$ cat src/hdl/stdce_pkg.sv
// stdce_pkg: shared types and constants for the shadow table diff command emitter
// no dependencies
`default_nettype none
package stdce_pkg;
  localparam int unsigned CmdCapacityDefault = 128;
  localparam int unsigned PalDepth = 32;
  localparam int unsigned AtrDepth = 64;
  localparam logic [13:0] PalBase = 14'h3F00;
  localparam logic [13:0] AtrBase = 14'h23C0;

  typedef enum logic [2:0] {
    OP_PAL_WR = 3'd0,
    OP_ATR_WR = 3'd1,
    OP_FRAME  = 3'd2,
    OP_SHORT  = 3'd3,
    OP_BUFRST = 3'd4
  } op_code_t;

  localparam logic [1:0] KindVram    = 2'd0;
  localparam logic [1:0] KindShortOk = 2'd1;
  localparam logic [1:0] KindDropped = 2'd2;

  // item handed from front to back
  typedef struct packed {
    logic [2:0] op;
    logic [4:0] pal_index;
    logic [3:0] block_col;
    logic [3:0] block_row;
    logic [7:0] value;
  } cmd_t;

  // one result item
  typedef struct packed {
    logic [1:0]  kind;
    logic [13:0] vram_addr;
    logic [7:0]  data;
    logic        last;
  } res_t;
endpackage
`default_nettype wire

$ cat src/hdl/stdce_fifo.sv
// stdce_fifo: small two-entry queue of a packed payload
// depends on nothing
`default_nettype none
module stdce_fifo #(
  parameter int unsigned Width = 8
) (
  input  wire logic             clk,
  input  wire logic             rst_n,
  input  wire logic             wr,
  input  wire logic [Width-1:0] wdata,
  output logic                  full,
  input  wire logic             rd,
  output logic [Width-1:0]      rdata,
  output logic                  empty
);
  logic [Width-1:0] mem_r [2];
  logic             wp_r, rp_r;
  logic [1:0]       cnt_r;
  logic             do_wr, do_rd;

  assign full  = (cnt_r == 2'd2);
  assign empty = (cnt_r == 2'd0);
  assign do_wr = wr && !full;
  assign do_rd = rd && !empty;
  assign rdata = mem_r[rp_r];

  // pointers and count
  always_ff @(posedge clk) begin
    if (!rst_n) begin
      wp_r  <= 1'b0;
      rp_r  <= 1'b0;
      cnt_r <= 2'd0;
    end else begin
      if (do_wr) wp_r <= !wp_r;
      if (do_rd) rp_r <= !rp_r;
      cnt_r <= cnt_r + {1'b0, do_wr} - {1'b0, do_rd};
    end
  end

  // storage
  always_ff @(posedge clk) begin
    if (do_wr) mem_r[wp_r] <= wdata;
  end
endmodule
`default_nettype wire

$ cat src/hdl/stdce_back.sv
// stdce_back: table state, frame scan and short command budget
// depends on stdce_pkg
`default_nettype none
module stdce_back
  import stdce_pkg::*;
#(
  parameter int unsigned CmdCapacity = CmdCapacityDefault
) (
  input  wire logic clk,
  input  wire logic rst_n,
  input  wire logic cmd_valid,
  input  cmd_t      cmd,
  output logic      cmd_take,
  output logic      res_push,
  output res_t      res,
  input  wire logic res_full
);
  typedef enum logic [2:0] {S_IDLE, S_ATR, S_RD, S_CMP, S_FLUSH} state_t;

  // tables: index 0..31 palette, 32..95 attribute (7 bit)
  logic [7:0]  now_r  [96];
  logic [7:0]  sent_r [96];
  logic [95:0] valid_r;
  logic [95:0] svalid_r;

  state_t      state_r;
  logic [6:0]  idx_r;
  logic [6:0]  aidx_r;
  logic [1:0]  q_r;
  logic [1:0]  aval_r;
  logic [7:0]  fill_r;
  logic [7:0]  now_q_r, sent_q_r;
  res_t        pend_r;
  logic        pend_v_r;
  logic [6:0]  aidx;
  logic [7:0]  atr_new;
  logic        room, can_write, is_last_idx, differs, short_drop;
  logic        short_push, scan_emit, flush_push, res_push_nxt;
  res_t        res_nxt;
  logic [13:0] addr;

  assign aidx = 7'd32 + {1'b0, cmd.block_row[3:1], cmd.block_col[3:1]};

  // merge the new quadrant into the attribute byte read last cycle
  always_comb begin
    atr_new = now_q_r;
    case (q_r)
      2'd0: atr_new[1:0] = aval_r;
      2'd1: atr_new[3:2] = aval_r;
      2'd2: atr_new[5:4] = aval_r;
      default: atr_new[7:6] = aval_r;
    endcase
  end

  assign differs     = (now_q_r != sent_q_r);
  assign can_write   = ({1'b0, fill_r} + 9'd2) < 9'(CmdCapacity);
  assign short_drop  = ({1'b0, fill_r} >= 9'(CmdCapacity));
  assign is_last_idx = (idx_r == 7'd95);
  assign addr = (idx_r < 7'd32) ? PalBase + 14'(idx_r)
                                : AtrBase + 14'(idx_r - 7'd32);

  // room: queue not full and no transfer still on its way in
  assign room = !res_full && !res_push;

  // accept commands only when idle and room for a result
  assign cmd_take = (state_r == S_IDLE) && cmd_valid && room;

  // result selection; a write is held back until the next one or the scan end
  assign short_push   = cmd_take && (cmd.op == OP_SHORT);
  assign scan_emit    = (state_r == S_CMP) && room && differs && can_write;
  assign flush_push   = (state_r == S_FLUSH) && pend_v_r && room;
  assign res_push_nxt = short_push || flush_push || (scan_emit && pend_v_r);
  always_comb begin
    if (short_push) begin
      res_nxt = '{kind: short_drop ? KindDropped : KindShortOk, vram_addr: 14'd0,
                  data: cmd.value, last: 1'b1};
    end else begin
      res_nxt = '{kind: pend_r.kind, vram_addr: pend_r.vram_addr, data: pend_r.data,
                  last: (state_r == S_FLUSH)};
    end
  end

  // result register
  always_ff @(posedge clk) begin
    if (!rst_n) begin
      res_push <= 1'b0;
    end else begin
      res_push <= res_push_nxt;
      if (res_push_nxt) res <= res_nxt;
    end
  end

  // sequencer, tables and budget
  always_ff @(posedge clk) begin
    if (!rst_n) begin
      state_r  <= S_IDLE;
      fill_r   <= 8'd2;
      idx_r    <= '0;
      pend_v_r <= 1'b0;
      valid_r  <= '0;
      svalid_r <= '0;
    end else begin
      case (state_r)
        S_IDLE: if (cmd_take) begin
          case (op_code_t'(cmd.op))
            OP_PAL_WR: begin
              now_r[{2'b00, cmd.pal_index}]   <= cmd.value;
              valid_r[{2'b00, cmd.pal_index}] <= 1'b1;
            end
            OP_ATR_WR: begin
              aidx_r  <= aidx;
              q_r     <= {cmd.block_row[0], cmd.block_col[0]};
              aval_r  <= cmd.value[1:0];
              now_q_r <= valid_r[aidx] ? now_r[aidx] : 8'd0;
              state_r <= S_ATR;
            end
            OP_FRAME: begin
              idx_r   <= '0;
              state_r <= S_RD;
            end
            OP_SHORT: if (!short_drop) fill_r <= fill_r + 8'd1;
            OP_BUFRST: fill_r <= 8'd2;
            default: ;
          endcase
        end
        // write back the merged attribute byte
        S_ATR: begin
          now_r[aidx_r]   <= atr_new;
          valid_r[aidx_r] <= 1'b1;
          state_r         <= S_IDLE;
        end
        // fetch one entry pair
        S_RD: begin
          now_q_r  <= valid_r[idx_r] ? now_r[idx_r] : 8'd0;
          sent_q_r <= svalid_r[idx_r] ? sent_r[idx_r] : 8'd0;
          state_r  <= S_CMP;
        end
        // compare and emit; wait for room
        S_CMP: if (room) begin
          if (scan_emit) begin
            fill_r          <= fill_r + 8'd3;
            sent_r[idx_r]   <= now_q_r;
            svalid_r[idx_r] <= 1'b1;
            pend_r          <= '{kind: KindVram, vram_addr: addr, data: now_q_r,
                                 last: 1'b0};
            pend_v_r        <= 1'b1;
            if (is_last_idx) state_r <= S_FLUSH;
            else begin
              idx_r   <= idx_r + 7'd1;
              state_r <= S_RD;
            end
          end else if (differs || is_last_idx) begin
            // budget refused or table end: scan ends
            state_r <= S_FLUSH;
          end else begin
            idx_r   <= idx_r + 7'd1;
            state_r <= S_RD;
          end
        end
        // send the held write marked as last
        S_FLUSH: begin
          if (!pend_v_r) state_r <= S_IDLE;
          else if (room) begin
            pend_v_r <= 1'b0;
            state_r  <= S_IDLE;
          end
        end
        default: state_r <= S_IDLE;
      endcase
    end
  end

  // assertions
  a_fill_range: assert property (@(posedge clk) disable iff (!rst_n)
    ({1'b0, fill_r} <= 9'(CmdCapacity) + 9'd2))
    else $error("fill count out of range");
  a_push_room: assert property (@(posedge clk) disable iff (!rst_n)
    res_push |-> !res_full)
    else $error("result pushed into full queue");
  a_take_idle: assert property (@(posedge clk) disable iff (!rst_n)
    cmd_take |-> (state_r == S_IDLE))
    else $error("command taken while busy");
  a_idle_no_pend: assert property (@(posedge clk) disable iff (!rst_n)
    (state_r == S_IDLE) |-> !pend_v_r)
    else $error("held write left behind after scan");
endmodule
`default_nettype wire

$ cat src/hdl/shadow_table_diff_command_emitter.sv
// shadow_table_diff_command_emitter: top level
// Use: push op and fields through in_push while in_full is low. Results
// appear on out_* while out_empty is low; out_pop takes one.
// Table writes and buffer reset give no result; an attribute write is a
// read, then a merge and write. A short command gives one result,
// registered in the back end and then queued. A frame update walks 96
// entries, one table read and one compare per entry, then sends the final
// held write; a stall on the result side holds it. Each differing entry
// gives one write while the budget allows; a differing entry that does
// not fit ends the scan. Each write is held one step so the last result
// of a frame update can carry out_last. One command is worked on at a
// time; a two-entry input queue lets the sender run ahead.
// Reset (synchronous, rst_n low) clears all tables and sets the fill count
// to 2 at once. When the receiver stalls, the scan holds until the
// result queue has room; nothing is lost.
// depends on stdce_pkg, stdce_fifo, stdce_back
`default_nettype none
module shadow_table_diff_command_emitter
  import stdce_pkg::*;
#(
  parameter int unsigned CMD_CAPACITY = CmdCapacityDefault
) (
  input  wire logic        clk,
  input  wire logic        rst_n,
  input  wire logic        in_push,
  output logic             in_full,
  input  wire logic [2:0]  in_op,
  input  wire logic [4:0]  in_pal_index,
  input  wire logic [3:0]  in_block_col,
  input  wire logic [3:0]  in_block_row,
  input  wire logic [7:0]  in_value,
  output logic             out_empty,
  input  wire logic        out_pop,
  output logic [1:0]       out_kind,
  output logic [13:0]      out_vram_addr,
  output logic [7:0]       out_data,
  output logic             out_last
);
  cmd_t cmd_in, cmd_q;
  logic cmd_empty, cmd_take, res_push, res_full;
  res_t res, res_q;
  logic fifo_empty, rq_full;

  assign cmd_in = '{op: in_op, pal_index: in_pal_index, block_col: in_block_col,
                    block_row: in_block_row, value: in_value};

  // front: command queue
  stdce_fifo #(.Width($bits(cmd_t))) u_cmdq (
    .clk, .rst_n, .wr(in_push), .wdata(cmd_in), .full(in_full),
    .rd(cmd_take), .rdata(cmd_q), .empty(cmd_empty));

  stdce_back #(.CmdCapacity(CMD_CAPACITY)) u_back (
    .clk, .rst_n, .cmd_valid(!cmd_empty), .cmd(cmd_q), .cmd_take,
    .res_push, .res, .res_full);

  // result queue toward the receiver
  stdce_fifo #(.Width($bits(res_t))) u_resq (
    .clk, .rst_n, .wr(res_push), .wdata(res), .full(rq_full),
    .rd(out_pop && !out_empty), .rdata(res_q), .empty(fifo_empty));
  assign res_full      = rq_full;
  assign out_empty     = fifo_empty;
  assign out_kind      = res_q.kind;
  assign out_vram_addr = res_q.vram_addr;
  assign out_data      = res_q.data;
  assign out_last      = res_q.last;
endmodule
`default_nettype wire
$ cat config.mk
export PLATFORM = sky130hd
export DESIGN_NAME = shadow_table_diff_command_emitter
export DESIGN_NICKNAME = d
export VERILOG_FILES = /design/src/hdl/stdce_pkg.sv /design/src/hdl/stdce_fifo.sv /design/src/hdl/stdce_back.sv /design/src/hdl/shadow_table_diff_command_emitter.sv
export SDC_FILE = /design/constraint.sdc
export NUM_CORES = 2
export LEC_CHECK = 0
export BUFFER_PORTS_ARGS = -buffer_cell sky130_fd_sc_hd__clkbuf_2
export CORE_ASPECT_RATIO = 1.25
export CORE_MARGIN = 2
export CORE_UTILIZATION = 50
export DETAILED_ROUTE_END_ITERATION = 16
export GPL_TIMING_DRIVEN = 1
export PLACE_DENSITY = 0.65
export SYNTH_ARGS = -nofsm -noshare
export SYNTH_HDL_FRONTEND = slang
export SYNTH_HIERARCHICAL = 1
export SYNTH_SLANG_ARGS = --single-unit
$ cat constraint.sdc
create_clock -name clk -period 8.72 [get_ports clk]
set_clock_uncertainty 0.1 [all_clocks]
set_input_delay 2.18 -clock clk [delete_from_list [all_inputs] [get_ports clk]]
set_output_delay 2.18 -clock clk [all_outputs]
set_load 0.02 [all_outputs]
==> flow_metrics.env <==
export IMPL_ys_seq_elements=1932
export IMPL_drive_above_1_share_pct=21.5
export IMPL_outcome="complete, no violations"
export IMPL_setup_viol=0
export IMPL_io_buffers=54
export IMPL_io_pins=55
export IMPL_synth_fp_nets=4650
export IMPL_postSynthCellCount=4609
export IMPL_overflow=0
export IMPL_dpl_hpwl_um=140000
export IMPL_avgSynthCellArea_um2=17.2
export IMPL_clock_fmax_mhz=195
export IMPL_viasPerCell=6.65
export IMPL_dr_first_iter_drc_count=6317
export IMPL_dp_cells=6523
export IMPL_synth_top_area_share_pct=64.4
export IMPL_antenna_found_initial=4
export IMPL_crit_cells=6
export IMPL_h_tree_depth=4
export IMPL_crit_chain="buf_6 -> inv_2 -> buf_4 -> nor3_1 -> nand2_1 -> nor2_1"
export IMPL_tns_ns=0
export IMPL_min_path_type="reg2reg"
export IMPL_area_delta_synth_final_pct=10.9
export IMPL_die_height_um=450
export IMPL_grt_pass1_wl_um=322000
export IMPL_peakVddDrop_v=0.000244
export IMPL_slew_limit_headroom_pct=12.8
export IMPL_clkLatencyLatePin_ns=0.84
export IMPL_cts_tree="done"
export IMPL_core_um2=158000
export IMPL_nFillCells=12200
export IMPL_finalCriticalPeriod_ns=5.12
export IMPL_ys_seq_area_share_pct=70.1
export IMPL_cts_buffers=186
export IMPL_gp_congestion=0.910
export IMPL_die_area_um2=162000
export IMPL_crit_family="simple AND/OR/NAND/NOR gates"
export IMPL_postCtsHoldBufs=0
export IMPL_nets=4690
export IMPL_cts_resized=0
export IMPL_hold_viol=0
export IMPL_crit_start="rst_n"
export IMPL_row_count=163
export IMPL_cts_max_path_buffers=3
export IMPL_synthArstFlopShare_pct=0
export IMPL_ys_top_cells_by_area="edfxtp_1, mux4_2, dfxtp_1"
export IMPL_crit_arrival_ns=5.46
export IMPL_clk_pin_slew_ns=0.06
export IMPL_finalMaxSlewViolations=0
export IMPL_cts_sink_count=1932
export IMPL_slowest_delay_ns=1.02
export IMPL_grt_pass1_vias=45000
export IMPL_r2r_slack_ns=3.70
export IMPL_r2r_end="u_back/now_r[75][3]"
export IMPL_wl_per_cell_um=32.7
export IMPL_crit_fanout=72
export IMPL_endpoint="u_back/now_r[67][1]"
export IMPL_power_leakage_nw=28.0
export IMPL_worst_pin_slew_ns=1.30
export IMPL_cp_end_kind="flip-flop"
export IMPL_wl_um=224000
export IMPL_maxCapViolCount=0
export IMPL_synthDistinctLibCells=77
export IMPL_synth_top_area_cell="edfxtp_1"
export IMPL_layoutNonFillerInstCount=6870
export IMPL_grt_usage_pct=27.4
export IMPL_cts_setup_buffers=0
export IMPL_synth_area_um2=79500
export IMPL_die_w_um=361
export IMPL_crit_required_ns=9.06
export IMPL_synth_edff_count=1703
export IMPL_synthFlopType="edfxtp_1"
export IMPL_grt_max_degree=121
export IMPL_p_per_area_nw_per_um2=258
export IMPL_crit_type="in2reg"
export IMPL_worst_path_max_delay_cell="nor3_1"
export IMPL_fin_crit_sh_pct=58.7
export IMPL_drc=0
export IMPL_dr_total_vias=45700
export IMPL_rsz0062_at_grt="no"
export IMPL_r2r_cells=10
export IMPL_drtPass1Iterations=7
export IMPL_start_util_pct=50.3
export IMPL_clock_root_buffer="clkbuf_16"
export IMPL_drtAntennaViolNets=0
export IMPL_yosysWarnings=6
export IMPL_cp_buffers_inverters=3
export IMPL_r2r_start="u_resq/cnt_r[0]"
export IMPL_critPathLaunchType="input pin"
[cell usage after synthesis, types with 24 or more instances]
cell type / number
a21oi_1: 113
nor2_1: 438
edfxtp_1: 1703
nand3_1: 59
a221oi_1: 100
o22ai_1: 35
inv_1: 24
o21ai_0: 49
nand2_1: 136
mux2_4: 40
and2_1: 24
buf_2: 85
buf_1: 44
a21o_1: 106
dfxtp_1: 229
mux4_2: 415
a22o_1: 67
mux2_2: 71
mux2i_1: 104
o211ai_1: 33
buf_4: 36
a22oi_1: 204
clkbuf_1: 138
nand4_1: 43
[report_power, final]
part           leakage (nW)  total [W]  internal (W)  switching, W
Sequential             17.2     0.0108        0.0107      0.000106
Combinational          7.80    0.00371       0.00131       0.00241
Clock                  3.04    0.00817       0.00474       0.00343
[metal layers]
metal	wire [um]	track usage, %	share of wire [%]	vias to the layer above
li1	-	-	-	18900
met1	82500	35.3	37	23600
met4	13400	14.8	6.0	2
met2	110000	44.7	49	2617
met3	18800	4.63	8.4	541
met5	13	0	0.0058	-
[through the flow]
stage	area, um2	utilization (%)	total power (W)	hold slack, ns	worst slack (ns)
finish	88100	55.8	0.0227	0.346	3.60
global route	88100	55.8	0.0234	0.359	3.24
CTS	88100	55.8	0.0228	0.344	3.68
detailed placement	81900	51.9	0.0147	0.330	2.84
global placement	81900	51.9	0.0147	0.322	2.75
floorplan	79500	-	0.0134	0.306	0.791
[cell usage in the layout (no fill, tap or decap), types with 104 or more instances in the layout]
master	count
a21o_1	106
a21oi_1	112
a22oi_1	204
buf_4	107
clkbuf_16	194
dfxtp_1	219
edfxtp_1	1703
mux2i_1	104
mux4_2	415
nand2_1	136
nor2_1	434
[registers in the layout (all words and copies together) (netlist names), 19 cells and up, named ones only]
| name | count |
|---|---|
| u_back/now_r | 768 |
| u_back/pend_r | 19 |
| u_back/res | 23 |
| u_back/sent_r | 768 |
| u_back/svalid_r | 96 |
| u_back/valid_r | 96 |
| u_cmdq/mem_r | 48 |
| u_resq/mem_r | 50 |
[kinds of logic (layout without fill, tap and decap cells)]
family,after synthesis,in the layout,synth area share (%)
AO/OA/AOI/OAI,845,845,7.84
adder cells (fa/ha/maj),13,13,0.205
flip-flops,1932,1932,70.1
other,0,1,0
AND/OR/NAND/NOR,829,829,4.69
buffers and inverters,340,538,2.07
XOR/XNOR,20,20,0.220
multiplexers,630,630,14.8
[how the worst min path moves through the flow]
| stage | startpoint | end | slack [ns] | cells after the start |
|---|---|---|---|---|
| 2_1_floorplan | u_back/idx_r[4] | u_back/pend_r[13] | 0.31 | 0 |
| 3_3_place_gp | u_back/res[11] | u_resq/mem_r[1][11] | 0.32 | 0 |
| 3_5_place_dp | u_back/res[19] | u_resq/mem_r[1][19] | 0.33 | 0 |
| 4_1_cts | u_back/res[19] | u_resq/mem_r[0][19] | 0.34 | 0 |
| 5_1_grt | u_back/res[11] | u_resq/mem_r[0][11] | 0.36 | 0 |
| 6_report | u_back/res[19] | u_resq/mem_r[0][19] | 0.35 | 0 |
[worst register-to-register path: stages, from the launching register on]
cell	delay (ns)
dfxtp_1	0.37
nand2b_1	0.23
inv_1	0.08
nor2_1	0.40
nand3_1	0.31
nor4_1	0.63
o21a_1	0.85
nor2b_1	0.35
nand2_1	0.38
buf_4	0.36
nor2_1	0.59
[layout make-up]
type	count	area [um2]	share of cell area (%)
antenna	1	2.50	0.00284
clock buffer	240	5120	5.81
clock inverter	106	1090	1.24
inverter	25	93.8	0.106
multi-input combinational	2337	22300	25.3
sequential	1932	55800	63.3
tap	2062	2580	2.93
timing repair buffer	167	1200	1.36
Power figures use the tool's default switching activity.
